### src/rtl/crsfr_pkg.sv
`timescale 1ns / 1ps
// ----------------------------------------------------------------------------
// crsfr_pkg
// Shared types and constants for the serial frame receiver.
// ----------------------------------------------------------------------------
package crsfr_pkg;

	localparam int BYTE_W = 8;
	localparam int CFG_IDX_W = 3;

	// configuration register indexes
	localparam logic [CFG_IDX_W-1:0] REG_ADDR_SYNC = 3'd0;
	localparam logic [CFG_IDX_W-1:0] REG_ADDR_TX   = 3'd1;
	localparam logic [CFG_IDX_W-1:0] REG_ADDR_RX   = 3'd2;
	localparam logic [CFG_IDX_W-1:0] REG_MAX_LEN   = 3'd3;
	localparam logic [CFG_IDX_W-1:0] REG_CRC_POLY  = 3'd4;
	localparam logic [CFG_IDX_W-1:0] REG_BATT_TYPE = 3'd5;
	localparam logic [CFG_IDX_W-1:0] REG_BARO_TYPE = 3'd6;
	localparam logic [CFG_IDX_W-1:0] REG_VARIO_TYPE = 3'd7;

	// reset values of the configuration registers
	localparam logic [BYTE_W-1:0] RST_ADDR_SYNC  = 8'd200;
	localparam logic [BYTE_W-1:0] RST_ADDR_TX    = 8'd234;
	localparam logic [BYTE_W-1:0] RST_ADDR_RX    = 8'd236;
	localparam logic [BYTE_W-1:0] RST_MAX_LEN    = 8'd64;
	localparam logic [BYTE_W-1:0] RST_CRC_POLY   = 8'd213;
	localparam logic [BYTE_W-1:0] RST_BATT_TYPE  = 8'd8;
	localparam logic [BYTE_W-1:0] RST_BARO_TYPE  = 8'd9;
	localparam logic [BYTE_W-1:0] RST_VARIO_TYPE = 8'd7;

	typedef struct packed {
		logic [BYTE_W-1:0] address_sync;
		logic [BYTE_W-1:0] address_transmitter;
		logic [BYTE_W-1:0] address_receiver;
		logic [BYTE_W-1:0] max_frame_length;
		logic [BYTE_W-1:0] crc_polynomial;
		logic [BYTE_W-1:0] battery_type_code;
		logic [BYTE_W-1:0] baro_type_code;
		logic [BYTE_W-1:0] vario_type_code;
	} cfg_t;

	typedef struct packed {
		logic              accepted;
		logic              frame_done;
		logic              crc_error;
		logic [BYTE_W-1:0] frame_type;
		logic [BYTE_W-1:0] frame_length;
		logic              battery_seen;
		logic              baro_seen;
	} result_t;

endpackage

### src/rtl/crsfr_cfg_regs.sv
`timescale 1ns / 1ps
// ----------------------------------------------------------------------------
// crsfr_cfg_regs
// Configuration register file written through a plain write port.
// ----------------------------------------------------------------------------
module crsfr_cfg_regs (
	input  logic                           clk,
	input  logic                           arst_n,
	input  logic                           cfg_we,
	input  logic [crsfr_pkg::CFG_IDX_W-1:0] cfg_index,
	input  logic [crsfr_pkg::BYTE_W-1:0]    cfg_data,
	output crsfr_pkg::cfg_t                 cfg
);
	import crsfr_pkg::*;

	cfg_t cfg_q;

	// register writes, one register per index
	always_ff @(posedge clk or negedge arst_n) begin
		if (!arst_n) begin
			cfg_q.address_sync        <= RST_ADDR_SYNC;
			cfg_q.address_transmitter <= RST_ADDR_TX;
			cfg_q.address_receiver    <= RST_ADDR_RX;
			cfg_q.max_frame_length    <= RST_MAX_LEN;
			cfg_q.crc_polynomial      <= RST_CRC_POLY;
			cfg_q.battery_type_code   <= RST_BATT_TYPE;
			cfg_q.baro_type_code      <= RST_BARO_TYPE;
			cfg_q.vario_type_code     <= RST_VARIO_TYPE;
		end else if (cfg_we) begin
			case (cfg_index)
				REG_ADDR_SYNC:  cfg_q.address_sync        <= cfg_data;
				REG_ADDR_TX:    cfg_q.address_transmitter <= cfg_data;
				REG_ADDR_RX:    cfg_q.address_receiver    <= cfg_data;
				REG_MAX_LEN:    cfg_q.max_frame_length    <= cfg_data;
				REG_CRC_POLY:   cfg_q.crc_polynomial      <= cfg_data;
				REG_BATT_TYPE:  cfg_q.battery_type_code   <= cfg_data;
				REG_BARO_TYPE:  cfg_q.baro_type_code      <= cfg_data;
				REG_VARIO_TYPE: cfg_q.vario_type_code     <= cfg_data;
				default: ;
			endcase
		end
	end

	assign cfg = cfg_q;

endmodule

### src/rtl/crsfr_crc8.sv
`timescale 1ns / 1ps
// ----------------------------------------------------------------------------
// crsfr_crc8
// Bytewise CRC8 update, MSB first, with a programmable polynomial.
// ----------------------------------------------------------------------------
module crsfr_crc8 (
	input  logic [crsfr_pkg::BYTE_W-1:0] crc_in,
	input  logic [crsfr_pkg::BYTE_W-1:0] data,
	input  logic [crsfr_pkg::BYTE_W-1:0] poly,
	output logic [crsfr_pkg::BYTE_W-1:0] crc_out
);
	import crsfr_pkg::*;

	// eight bit steps unrolled over one byte
	always_comb begin
		logic [BYTE_W-1:0] c;
		c = crc_in ^ data;
		for (int i = 0; i < BYTE_W; i++) begin
			if (c[BYTE_W-1]) begin
				c = {c[BYTE_W-2:0], 1'b0} ^ poly;
			end else begin
				c = {c[BYTE_W-2:0], 1'b0};
			end
		end
		crc_out = c;
	end

endmodule

### src/rtl/crsfr_parser.sv
`timescale 1ns / 1ps
// ----------------------------------------------------------------------------
// crsfr_parser
// Frame state machine: address, length and data phases, CRC check and
// sticky sensor flags. Produces one result per byte taken.
// ----------------------------------------------------------------------------
module crsfr_parser (
	input  logic                        clk,
	input  logic                        arst_n,
	input  crsfr_pkg::cfg_t             cfg,
	input  logic                        take,
	input  logic [crsfr_pkg::BYTE_W-1:0] rx_byte,
	input  logic                        from_serial,
	output crsfr_pkg::result_t          result
);
	import crsfr_pkg::*;

	localparam logic [1:0] PH_IDLE   = 2'd0;
	localparam logic [1:0] PH_LENGTH = 2'd1;
	localparam logic [1:0] PH_DATA   = 2'd2;

	logic [1:0]        phase_q, phase_d;
	logic [BYTE_W-1:0] len_q, len_d;
	logic [BYTE_W-1:0] count_q, count_d;
	logic [BYTE_W-1:0] crc_q, crc_d;
	logic [BYTE_W-1:0] type_q, type_d;
	logic              batt_q, batt_d;
	logic              baro_q, baro_d;
	logic [BYTE_W-1:0] crc_next;
	logic              acc, done, err;

	crsfr_crc8 u_crc8 (
		.crc_in  (crc_q),
		.data    (rx_byte),
		.poly    (cfg.crc_polynomial),
		.crc_out (crc_next)
	);

	// next state and result for the byte at the input
	always_comb begin
		phase_d = phase_q;
		len_d   = len_q;
		count_d = count_q;
		crc_d   = crc_q;
		type_d  = type_q;
		batt_d  = batt_q;
		baro_d  = baro_q;
		acc     = 1'b1;
		done    = 1'b0;
		err     = 1'b0;
		case (phase_q)
			PH_LENGTH: begin
				// zero length is rejected like an overlong one
				if (rx_byte >= cfg.max_frame_length || rx_byte == '0) begin
					phase_d = PH_IDLE;
					acc     = 1'b0;
				end else begin
					len_d   = rx_byte;
					phase_d = PH_DATA;
				end
			end
			PH_DATA: begin
				count_d = count_q + 1'b1;
				if (count_d == 8'd1) begin
					type_d = rx_byte;
				end
				if (count_d == len_q) begin
					// last byte carries the crc
					phase_d = PH_IDLE;
					if (rx_byte == crc_q) begin
						done = 1'b1;
						if (from_serial) begin
							if (type_d == cfg.battery_type_code) begin
								batt_d = 1'b1;
							end
							if (type_d == cfg.baro_type_code ||
							    type_d == cfg.vario_type_code) begin
								baro_d = 1'b1;
							end
						end
					end else begin
						err = 1'b1;
						acc = 1'b0;
					end
				end else begin
					crc_d = crc_next;
				end
			end
			default: begin
				// idle and the unused code look for a start address
				if (rx_byte == cfg.address_sync ||
				    rx_byte == cfg.address_transmitter ||
				    rx_byte == cfg.address_receiver) begin
					phase_d = PH_LENGTH;
					len_d   = '0;
					count_d = '0;
					crc_d   = '0;
					type_d  = '0;
				end else begin
					phase_d = PH_IDLE;
					acc     = 1'b0;
				end
			end
		endcase
	end

	// state registers
	always_ff @(posedge clk or negedge arst_n) begin
		if (!arst_n) begin
			phase_q <= PH_IDLE;
			len_q   <= '0;
			count_q <= '0;
			crc_q   <= '0;
			type_q  <= '0;
			batt_q  <= 1'b0;
			baro_q  <= 1'b0;
		end else if (take) begin
			phase_q <= phase_d;
			len_q   <= len_d;
			count_q <= count_d;
			crc_q   <= crc_d;
			type_q  <= type_d;
			batt_q  <= batt_d;
			baro_q  <= baro_d;
		end
	end

	// result fields show the state after the update
	always_comb begin
		result.accepted     = acc;
		result.frame_done   = done;
		result.crc_error    = err;
		result.frame_type   = type_d;
		result.frame_length = len_d;
		result.battery_seen = batt_d;
		result.baro_seen    = baro_d;
	end

endmodule

### src/rtl/crsfr_out_buf.sv
`timescale 1ns / 1ps
// ----------------------------------------------------------------------------
// crsfr_out_buf
// Result register with a skid stage, so a byte can be taken while the
// previous result still waits on the output.
// ----------------------------------------------------------------------------
module crsfr_out_buf (
	input  logic               clk,
	input  logic               arst_n,
	input  logic               wr,
	input  crsfr_pkg::result_t wr_data,
	output logic               full,
	output logic               out_valid,
	input  logic               out_stall,
	output crsfr_pkg::result_t out_data
);
	import crsfr_pkg::*;

	result_t main_q, skid_q;
	logic    main_vld_q, skid_vld_q;
	logic    pop;
	logic    main_free;

	assign pop       = main_vld_q && !out_stall;
	assign main_free = !main_vld_q || pop;

	// valid flags
	always_ff @(posedge clk or negedge arst_n) begin
		if (!arst_n) begin
			main_vld_q <= 1'b0;
			skid_vld_q <= 1'b0;
		end else begin
			if (main_free) begin
				main_vld_q <= skid_vld_q || wr;
				skid_vld_q <= skid_vld_q && wr;
			end else if (wr) begin
				skid_vld_q <= 1'b1;
			end
		end
	end

	// payload moves: skid drains first to keep order
	always_ff @(posedge clk) begin
		if (main_free) begin
			if (skid_vld_q) begin
				main_q <= skid_q;
				if (wr) begin
					skid_q <= wr_data;
				end
			end else if (wr) begin
				main_q <= wr_data;
			end
		end else if (wr) begin
			skid_q <= wr_data;
		end
	end

	assign full      = skid_vld_q;
	assign out_valid = main_vld_q;
	assign out_data  = main_q;

endmodule

### src/rtl/crsf_frame_receiver.sv
`timescale 1ns / 1ps
// Each result word is registered in the output buffer when its byte is accepted.
// Throughput: one byte per cycle unless in_stall; next state and CRC8 are combinational.
// A two-entry result buffer keeps the input open while one result waits on the output.
// Reset: arst_n clears the frame state, sensor flags and buffer; registers take defaults.
// ----------------------------------------------------------------------------
// crsf_frame_receiver
// Serial frame receiver: start address, length, payload with CRC8 check,
// and sticky battery and baro sensor flags.
// ----------------------------------------------------------------------------
module crsf_frame_receiver (
	input  logic                            clk,
	input  logic                            arst_n,
	input  logic                            cfg_we,
	input  logic [crsfr_pkg::CFG_IDX_W-1:0] cfg_index,
	input  logic [crsfr_pkg::BYTE_W-1:0]    cfg_data,
	input  logic                            in_valid,
	output logic                            in_stall,
	input  logic [crsfr_pkg::BYTE_W-1:0]    rx_byte,
	input  logic                            from_serial,
	output logic                            out_valid,
	input  logic                            out_stall,
	output logic                            accepted,
	output logic                            frame_done,
	output logic                            crc_error,
	output logic [crsfr_pkg::BYTE_W-1:0]    frame_type,
	output logic [crsfr_pkg::BYTE_W-1:0]    frame_length,
	output logic                            battery_seen,
	output logic                            baro_seen
);
	import crsfr_pkg::*;

	cfg_t    cfg;
	result_t res;
	result_t res_out;
	logic    buf_full;
	logic    take;

	// input word taken whenever the skid stage is free
	assign in_stall = buf_full;
	assign take     = in_valid && !buf_full;

	crsfr_cfg_regs u_cfg (
		.clk       (clk),
		.arst_n    (arst_n),
		.cfg_we    (cfg_we),
		.cfg_index (cfg_index),
		.cfg_data  (cfg_data),
		.cfg       (cfg)
	);

	crsfr_parser u_parser (
		.clk         (clk),
		.arst_n      (arst_n),
		.cfg         (cfg),
		.take        (take),
		.rx_byte     (rx_byte),
		.from_serial (from_serial),
		.result      (res)
	);

	crsfr_out_buf u_out (
		.clk       (clk),
		.arst_n    (arst_n),
		.wr        (take),
		.wr_data   (res),
		.full      (buf_full),
		.out_valid (out_valid),
		.out_stall (out_stall),
		.out_data  (res_out)
	);

	// output word fields
	assign accepted     = res_out.accepted;
	assign frame_done   = res_out.frame_done;
	assign crc_error    = res_out.crc_error;
	assign frame_type   = res_out.frame_type;
	assign frame_length = res_out.frame_length;
	assign battery_seen = res_out.battery_seen;
	assign baro_seen    = res_out.baro_seen;

endmodule
### config.mk
export PLATFORM = sky130hd
export DESIGN_NAME = crsf_frame_receiver
export DESIGN_NICKNAME = d
export VERILOG_FILES = /design/src/rtl/crsfr_pkg.sv /design/src/rtl/crsfr_cfg_regs.sv /design/src/rtl/crsfr_crc8.sv /design/src/rtl/crsfr_parser.sv /design/src/rtl/crsfr_out_buf.sv /design/src/rtl/crsf_frame_receiver.sv
export SDC_FILE = /design/constraint.sdc
export NUM_CORES = 1
export LEC_CHECK = 0
export BUFFER_PORTS_ARGS = -buffer_cell sky130_fd_sc_hd__buf_4
export CAP_MARGIN = 5
export CORE_MARGIN = 8
export CORE_UTILIZATION = 56
export DETAILED_ROUTE_END_ITERATION = 12
export PLACE_DENSITY = 0.81
export SLEW_MARGIN = 20
export SYNTH_ARGS = -nofsm -noshare
export SYNTH_HDL_FRONTEND = slang
export SYNTH_HIERARCHICAL = 1
export SYNTH_SLANG_ARGS = --single-unit
### constraint.sdc
create_clock -name clk -period 10.1 [get_ports clk]
set_input_delay 0.505 -clock clk [delete_from_list [all_inputs] [get_ports clk]]
set_output_delay 0.505 -clock clk [all_outputs]
set_load 0.05 [all_outputs]
==> results of run 1 <==
[cell families (layout without fill, tap and decap cells)]
kind of cell,count (synthesis),in the layout,share of synthesized area
multiplexers,91,91,0.118
adder cells (fa/ha/maj),13,13,0.0175
buffers and inverters,99,137,0.0549
flip-flops,144,144,0.417
AND/OR/NAND/NOR,203,203,0.125
AO/OA/AOI/OAI,167,167,0.139
XOR/XNOR,115,115,0.130
[worst max-delay path: cells and delay by family, from the launching register on]
kind	cells	cell delay, ns
DFF	1	0.79
and+or+nand+nor	1	0.14
AOI/OAI and AO/OA	6	1.81
xor gates and xnor gates	4	1.37
buffers and inverters	1	0.29
[flip-flops by register name, summed over array words and instances, names as in the netlist]
| name | count |
|---|---|
| u_cfg/cfg | 64 |
| u_out/out_data | 21 |
| u_out/skid_q | 21 |
| u_parser/count_q | 8 |
| u_parser/crc_q | 8 |
| u_parser/len_q | 8 |
| u_parser/type_q | 8 |
| u_parser/phase_q | 2 |
| u_out/full | 1 |
| u_out/out_valid | 1 |
| u_parser/baro_q | 1 |
| u_parser/batt_q | 1 |
[report_power, final]
part | switching (W) | total (W) | internal, W
logic | 0.000558 | 0.00103 | 0.000474
clock network | 0.000241 | 0.000604 | 0.000362
registers | 0.000111 | 0.000864 | 0.000753
[worst min-delay path by stage]
stage / from / endpoint / slack (ns) / cells after the start
2_1_floorplan: arst_n / u_cfg/cfg[10] / 0.21 / 0
3_3_place_gp: arst_n / u_cfg/cfg[35] / 0.43 / 1
3_5_place_dp: arst_n / u_cfg/cfg[32] / 0.43 / 1
4_1_cts: cfg_data[7] / u_cfg/cfg[47] / 0.40 / 2
5_1_grt: cfg_data[7] / u_cfg/cfg[31] / 0.40 / 2
6_report: cfg_data[7] / u_cfg/cfg[31] / 0.41 / 2
[area by class of cell]
| cell class | count | area, sq um | share of cell area |
|---|---|---|---|
| multi-input combinational | 589 | 4870 | 0.479 |
| timing repair buffer | 54 | 408 | 0.0401 |
| clock buffer | 18 | 429 | 0.0422 |
| inverter | 51 | 194 | 0.0191 |
| sequential | 144 | 3840 | 0.378 |
| tap | 220 | 275 | 0.0271 |
| clock inverter | 14 | 141 | 0.0139 |
[per-layer routing]
layer	global-route usage	routed length [um]
met1	0.278	9120
met2	0.361	10600
met3	0.0439	1950
met4	0.106	767
met5	0	0
[layout by cell type, fill, tap and decap left out, drive strengths merged, types with 5 or more instances in the layout]
cell / Yosys / routed
ha: 12 / 12
dfrtp: 77 / 77
o21ai: 33 / 33
nor2: 33 / 33
or3: 7 / 7
xor2: 42 / 42
inv: 49 / 51
o221ai: 7 / 7
nor3: 9 / 9
and2: 7 / 7
a211oi: 10 / 10
xnor2: 62 / 62
dfstp: 25 / 25
o21a: 6 / 6
edfxtp: 42 / 42
nand3: 25 / 25
nand4: 13 / 13
and3: 5 / 5
o211a: 6 / 6
mux2: 87 / 87
nand2b: 5 / 5
nand2: 56 / 56
o22ai: 14 / 14
xnor3: 7 / 7
buf: 38 / 53
clkinv: 2 / 9
nor4: 14 / 14
a22o: 31 / 31
a21oi: 14 / 14
o211ai: 15 / 15
clkbuf: 10 / 18
[through the flow]
stage          total power (W)  instance area (sq um)  worst slack (ns)  hold WS (ns)
2_1_floorplan          0.00168                   9230              6.28         0.209
3_3_place_gp           0.00185                   9590              5.51         0.431
3_5_place_dp           0.00189                   9590              5.43         0.429
4_1_cts                0.00250                  10200              5.67         0.395
5_1_grt                0.00263                  10200              5.24         0.402
6_report               0.00250                  10200              5.60         0.414
==> impl_metrics.ini, run 1 <==
[die]
pin_count = 48
die_x_um = 144
placeableCoreArea_sq_mm = 0.0163
die_area_sq_mm = 0.0208
die_y_um = 144
row_count = 47
initial_core_util = 0.564

[routing]
vias_per_cell = 6.27
drt_first_iter_violations = 746
first_pass_iters = 5
antenna_left = 0
totalWireLength_mm = 22.4
wl_per_cell_um = 20.6
via_count = 6837
drc = 0

[yosys]
synth_warnings = 6
ys_seq_area_frac = 0.417
synth_top_area_frac = 0.209
syn_nets = 869
synth_cells = 832
avgSynthCellArea_sq_um = 11.1
ys_types = 93
synth_top_cell_by_area = dfrtp_1
synth_edf_count = 42
syn_area_sq_mm = 0.00923
async_flop_share = 0.708
ys_ff_latch = 144
synthTopCellsByCount = dfrtp_1 (77), mux2_2 (69), xnor2_1 (59)
ys.flop_type = dfrtp_1
synth.most_common_cell = dfrtp_1
synth.top_cells.by_area = dfrtp_1 (21%), edfxtp_1 (14%), mux2_2 (8.4%)

[timing]
hold_viol = 0
worst_slew_pin_slew_ns = 1.00
post-route-period-util = 0.445
skew_ns = 0.00517
finalSetupViolations = 0
fmax_mhz = 222
maxSlewHeadroom = 0.332
min_period_ns = 4.50
drv_slew = 0
tns_ns = 0
rsz0062_at_grt = false

[global_routing]
grtUsageTotal = 0.222
grt_max_degree = 78
gr-total-overflow = 0
antenna_found_initial = 0
grt_pass1_vias = 6788
grt_pass1_wl_mm = 35.9

[clocking]
clock-root-buffer = clkbuf_16
post_cts_resize_count = 0
clkLatencyLatePin_ns = 0.42
clockBufferDepth = 2
post_cts_buffers = 0
htreeDepth = 4
numCtsBuffers = 17
cts.clk_slew.worst_paths_ns = 0.06
clkSinkCount = 144
hold_buffers = 1
cts_tree = built

[critical_path]
crit_fanout = 21
max_stage_delay_ns = 0.79
crit_top_cell = xnor2_1
regToRegStartpoint = u_cfg/cfg[31]
r2r_end = u_parser/crc_q[6]
crit_path_end = u_parser/crc_q[6]
path_class = reg -> reg
reg2reg_depth = 12
critPathCaptureType = flop
crit_arrival_ns = 4.80
cp.required_ns = 10.41
worstPathCellList = inv_1 -> o21ai_0 -> nand2_1 -> o211a_1 -> a211oi_1 -> xnor2_1 -> xor3_2 -> a211oi_4 -> o21ai_1 -> xnor3_1 -> xnor2_1 -> a22o_1
slowest_stage = dfstp_2
r2r_setup_slack_ns = 5.60
worstSetupStartpointType = flop
cp-startpoint = u_cfg/cfg[31]

[cells_and_area]
nNetsFinal = 894
syn_to_final_growth_pct = 10.2
instances_no_fill = 1090
utilization = 0.622
num-fill-cells = 1304
drive_gt1_frac = 0.262
n_antenna_cell = 0

[place]
dp_cells = 1057
io_buffers = 47
dp_hpwl_mm = 15.6
place.gp.congestion = 0.951

[run]
cap_violations = 0

[outcome]
status = complete, no violations

[power_and_ir_drop]
p_leak_nw = 4.14
p_per_area_mw_per_mm2 = 246
vdd_drop_max_v = 0.000158

[min_path]
hp-class = in -> reg
No activity file was read; power rests on OpenSTA's default activity.
==> run 2: changes to the inputs <==
==> constraint.sdc (replaced) <==
create_clock -name clk -period 4.45 [get_ports clk]
set_input_delay 0.2225 -clock clk [delete_from_list [all_inputs] [get_ports clk]]
set_output_delay 0.2225 -clock clk [all_outputs]
set_load 0.05 [all_outputs]
==> run 2 against run 1 <==
Against the previous run:
- final area increased by 1.1%
- sequential share of layout area decreased by 0.42 points
- clock-buffer cell count increased by 2
- maximum frequency increased by 8.0%
- first-iteration DRC count decreased by 10%
- clock power increased by 140%
- final cell count increased by 0.73%
- largest power group unchanged
- core utilization increased by 0.70 points
==> impl_metrics.ini, run 2 (synthesis results as in run 1) <==
[global_routing]
grt_max_degree = 53
grt_pass1_vias = 6585
antenna_found_initial = 0
gr-total-overflow = 0
grt_pass1_wl_mm = 35.4
grtUsageTotal = 0.222

[cells_and_area]
final_area_sq_mm = 0.0103
drive_gt1_frac = 0.273
multi_input_area_sq_mm = 0.00489
layout_common_cells = dfrtp_1 (77), mux2_2 (69), buf_4 (61)
layout_commonest_cell = dfrtp_1
num-fill-cells = 1300
n_antenna_cell = 0
largest_register_ffs = 64
seqCellArea_sq_mm = 0.00384
nNetsFinal = 902
syn_to_final_growth_pct = 11.4

[routing]
drt_first_iter_violations = 669
vias_per_cell = 6.15
via_count = 6748
first_pass_iters = 6
antenna_left = 0
wl_per_cell_um = 20.2
totalWireLength_mm = 22.2
drc = 0

[timing]
fmax_mhz = 240
min_period_ns = 4.16
tns_ns = 0
skew_ns = 0.0102
worst_slew_pin_slew_ns = 0.874
maxSlewHeadroom = 0.418
drv_slew = 0
rsz0062_at_grt = false
finalSetupViolations = 0
hold_viol = 0
post-route-period-util = 0.936

[clocking]
numCtsBuffers = 17
cts_tree = built
htreeDepth = 4
clock-root-buffer = clkbuf_16
clkLatencyLatePin_ns = 0.42
post_cts_buffers = 0
clockBufferDepth = 2
cts.clk_slew.worst_paths_ns = 0.06
clkSinkCount = 144

[die]
initial_core_util = 0.564
die_x_um = 144
pin_count = 48
placeableCoreArea_sq_mm = 0.0163
die_area_sq_mm = 0.0208
die_y_um = 144
row_count = 47

[outcome]
status = complete, no violations

[critical_path]
path_class = reg -> reg
crit_fanout = 8
worstSetupStartpointType = flop
critPathCaptureType = flop
cp.required_ns = 4.76
crit_arrival_ns = 4.47

[power_and_ir_drop]
internal_power_w = 0.00372
pwr-share-comb = 0.410
p_per_area_mw_per_mm2 = 564
p_leak_nw = 4.20
vdd_drop_max_v = 0.000324
p_sw_w = 0.00208
p_seq_frac = 0.336
switching_share = 0.359
clkPwrFrac = 0.254

[place]
post_dp_cell_area_sq_mm = 0.00965
io_buffers = 47
dp_hpwl_mm = 15.3
place.gp.congestion = 0.932

[min_path]
hp-class = in -> reg

[run]
cap_violations = 0
## run 2: path summary, 6_finish.rpt
path / start / to / slack (ns) / depth (start not counted)
worst max-delay path: u_parser/crc_q[6] / u_parser/crc_q[3] / 0.29 / 12
worst min-delay path: cfg_data[4] / u_cfg/cfg[60] / 0.14 / 2
worst max register to register: u_parser/crc_q[6] / u_parser/crc_q[3] / 0.29 / 12
worst min register to register: u_parser/baro_q / u_parser/baro_q / 0.47 / 2
max in group asynchronous: arst_n / u_cfg/cfg[41] / 2.96 / 3
min in group asynchronous: arst_n / u_cfg/cfg[35] / 0.39 / 2
## run 2: final cells by class
type	instances	share of cell area
timing repair buffer	62	0.0455
sequential	144	0.374
multi-input combinational	589	0.475
tap	220	0.0268
clock inverter	12	0.0153
clock buffer	20	0.0444
inverter	51	0.0189
## run 2: repair_timing
action,CTS,global route
hold buffers,1,0
hold endpoints to repair,47,0
endpoints found under the setup margin,0,7
gates resized for setup,0,3
## run 2: power by group through the flow
| stage | Combinational (W) | Clock, W | Sequential (W) |
|---|---|---|---|
| floorplan | 0.00176 | 0 | 0.00206 |
| global placement | 0.00230 | 0 | 0.00195 |
| detailed placement | 0.00234 | 0 | 0.00197 |
| CTS | 0.00236 | 0.00149 | 0.00195 |
| global route | 0.00256 | 0.00155 | 0.00199 |
| finish | 0.00238 | 0.00147 | 0.00195 |
## run 2: critical path: stages, from the launching register on
cell      delay (ns)
dfrtp_1         0.45
xnor2_2         0.40
nor2_1          0.14
a311o_1         0.39
a311o_1         0.32
or3_1           0.41
and2_1          0.21
xor3_2          0.43
a211oi_4        0.41
o21ai_1         0.16
xnor3_1         0.36
xor2_1          0.18
a22o_1          0.19
## run 2: per-stage QoR
stage | util | cells | power, W | worst slack, ns | hold slack, ns
final | 0.629 | 1098 | 0.00580 | 0.285 | 0.139
after global routing | 0.629 | 1098 | 0.00610 | 0.0156 | 0.123
after CTS | 0.628 | 1098 | 0.00580 | 0.200 | 0.125
after detailed placement | 0.590 | 1065 | 0.00431 | 0.226 | 0.319
after global placement | 0.590 | 1065 | 0.00425 | 0.252 | 0.310
after floorplan | - | 832 | 0.00382 | 0.637 | -0.0731
## run 2: layer usage
layer	vias up	GRT usage	wire, um
met1	3267	0.291	9550
li1	3111	-	-
met4	0	0.0761	529
met3	55	0.0466	1790
met5	-	0	0
met2	315	0.360	10300
==> run 3: changes to the inputs <==
--- a/config.mk
+++ b/config.mk
@@ -14,5 +14,4 @@
 export SLEW_MARGIN = 20
 export SYNTH_ARGS = -nofsm -noshare
 export SYNTH_HDL_FRONTEND = slang
-export SYNTH_HIERARCHICAL = 1
 export SYNTH_SLANG_ARGS = --single-unit
==> run 3 against run 2 <==
Against the previous run:
- area after synthesis down 4.4%
- worst hold slack got worse by 0.063 ns
- core utilization grew 0.64 points
- register-to-register slack gained 0.08 ns
- final cell count increased by 3.9%
- synthesized cell count up 6.7%
- critical path type unchanged
- highest routed layer unchanged
- worst setup slack gained 0.077 ns
- total power shrank 17%
==> impl_metrics.ini, run 3 <==
[outcome]
status = complete, no violations

[global_routing]
grtUsageTotal = 0.218
grt_max_degree = 72
grt_pass1_vias = 6546
gr-total-overflow = 0
antenna_found_initial = 0
grt_pass1_wl_mm = 34.7

[yosys]
ys_types = 67
async_flop_share = 0.708
synth.most_common_cell = nand2_1
ys_seq_area_frac = 0.436
syn_nets = 925
synth_cells = 888
synth_top_cell_by_area = dfrtp_1
ys.flop_type = dfrtp_1
synth_top_area_frac = 0.218
syn_area_sq_mm = 0.00882
synthTopCellsByCount = nand2_1 (146), dfrtp_1 (77), mux2_2 (71)
synth.top_cells.by_area = dfrtp_1 (22%), edfxtp_1 (14%), mux2_2 (9.1%)
ys_ff_latch = 144
synth_edf_count = 42
synth_warnings = 0
avgSynthCellArea_sq_um = 9.94

[power_and_ir_drop]
p_per_area_mw_per_mm2 = 484
p_leak_nw = 4.17
vdd_drop_max_v = 0.000401
total_power_w = 0.00482

[timing]
worst_slew_pin_slew_ns = 0.979
min_period_ns = 4.09
fmax_mhz = 245
drv_slew = 0
hold_viol = 0
skew_ns = 0.00897
finalSetupViolations = 0
timing.hold.ws_ns = 0.0751
maxSlewHeadroom = 0.346
post-route-period-util = 0.919
rsz0062_at_grt = false
tns_ns = 0

[critical_path]
worstPathCellList = xor2_2 -> buf_4 -> o211ai_1 -> o22ai_1 -> nor4_1 -> o31a_1 -> nor2_1 -> o32ai_1 -> or3b_4 -> a21boi_0 -> xor3_1 -> a211o_1 -> nand3_1
max_stage_delay_ns = 0.50
worstSetupStartpointType = flop
cp.required_ns = 4.81
crit_arrival_ns = 4.45
crit_fanout = 11
critPathCaptureType = flop
path_class = reg -> reg
crit_family = compound AO/OA/AOI/OAI gates
critPathBufInv = 1
slowest_stage = nor2_1

[routing]
via_count = 6749
antenna_left = 0
drc = 0
vias_per_cell = 5.91
first_pass_iters = 7
wl_per_cell_um = 18.7
totalWireLength_mm = 21.3
drt_first_iter_violations = 707

[die]
die_area_sq_mm = 0.0200
initial_core_util = 0.564
pin_count = 48
placeableCoreArea_sq_mm = 0.0157
row_count = 46
die_y_um = 142
die_x_um = 142

[clocking]
numCtsBuffers = 17
hold_buffers = 1
cts.clk_slew.worst_paths_ns = 0.06
clockBufferDepth = 2
clock-root-buffer = clkbuf_16
cts_tree = built
post_cts_buffers = 0
clkLatencyLatePin_ns = 0.43
post_cts_resize_count = 0
clkSinkCount = 144
htreeDepth = 4

[place]
place.gp.congestion = 0.925
dp_cells = 1108
io_buffers = 47
dp_hpwl_mm = 14.4
post_dp_cell_area_sq_mm = 0.00932

[min_path]
hp-class = in -> reg

[run]
cap_violations = 0

[cells_and_area]
largest_register_ffs = 64
nNetsFinal = 949
layout_commonest_cell = nand2_1
instances_no_fill = 1141
layout_common_cells = nand2_1 (146), dfrtp_1 (77), mux2_2 (71)
n_antenna_cell = 0
drive_gt1_frac = 0.227
num-fill-cells = 1243
syn_to_final_growth_pct = 12.7
final_area_sq_mm = 0.00995
[run 3: cell types whose count changed in the layout (fill, tap and decap cells not counted), moves of 8 or more]
cell | previous run | this run
a21o_1 | 1 | 9
a21oi_1 | 14 | 36
a22o_1 | 31 | 3
inv_1 | 48 | 24
mux2_4 | 18 | 0
nand2_1 | 56 | 146
nand3_1 | 24 | 37
nand4_1 | 11 | 23
nor2b_1 | 2 | 18
o21ai_0 | 23 | 31
xnor2_1 | 59 | 48
xor2_1 | 41 | 49
[run 3: cells by family after synthesis]
group           after synthesis  synth area share
simple gates                307             0.165
compound gates              148             0.110
flops                       144             0.436
xor+xnor                    113             0.131
buf+inv                      83            0.0391
mux                          81             0.102
fa+ha+maj                    12            0.0170
[run 3: final timing paths]
| kind | slack [ns] | cells after the start | endpoint | startpoint |
|---|---|---|---|---|
| worst max-delay path | 0.36 | 13 | u_parser.crc_q[4] | u_parser.crc_q[7] |
| worst min-delay path | 0.08 | 3 | u_out.out_valid | in_valid |
| worst max register to register | 0.36 | 13 | u_parser.crc_q[4] | u_parser.crc_q[7] |
| worst min register to register | 0.50 | 1 | u_cfg.cfg[34] | u_cfg.cfg[34] |
| max in group asynchronous | 2.95 | 3 | u_cfg.cfg[55] | arst_n |
| min in group asynchronous | 0.46 | 2 | u_cfg.cfg[32] | arst_n |
[run 3: worst reg2reg max path: stages, from the launching register on]
cell      delay (ns)
dfrtp_1         0.45
xor2_2          0.34
buf_4           0.23
o211ai_1        0.11
o22ai_1         0.32
nor4_1          0.13
o31a_1          0.32
nor2_1          0.50
o32ai_1         0.20
or3b_4          0.45
a21boi_0        0.24
xor3_1          0.38
a211o_1         0.28
nand3_1         0.07
[run 3: per-stage QoR]
stage / setup slack [ns] / util
after floorplan: 0.984 / -
final: 0.362 / 0.635
after detailed placement: 0.419 / 0.596
after CTS: 0.380 / 0.634
after global placement: 0.516 / 0.596
after global routing: 0.0652 / 0.635
[run 3: area by class of cell]
type                       count  area [sq um]  area share
multi-input combinational    661          4670       0.469
sequential                   144          3840       0.387
timing repair buffer          64           483      0.0486
clock buffer                  19           433      0.0435
tap                          216           270      0.0272
clock inverter                13           159      0.0160
inverter                      24          90.1     0.00906
[run 3: metal layers]
| metal | vias to the layer above | GRT usage | wire length (um) | part of all wire |
|---|---|---|---|---|
| met5 | - | 0 | 0 | 0 |
| met4 | 0 | 0.0916 | 590 | 0.028 |
| met3 | 47 | 0.0390 | 1270 | 0.060 |
| met2 | 245 | 0.344 | 10100 | 0.47 |
| met1 | 3285 | 0.292 | 9360 | 0.44 |
| li1 | 3172 | - | - | - |
[run 3: power breakdown]
part | total [W] | switching, W | internal, W | leakage, nW
logic | 0.00160 | 0.000910 | 0.000686 | 2.23
registers | 0.00177 | 0.000175 | 0.00160 | 1.65
clock network | 0.00145 | 0.000569 | 0.000882 | 0.286
total | 0.00482 | 0.00165 | 0.00316 | 4.17
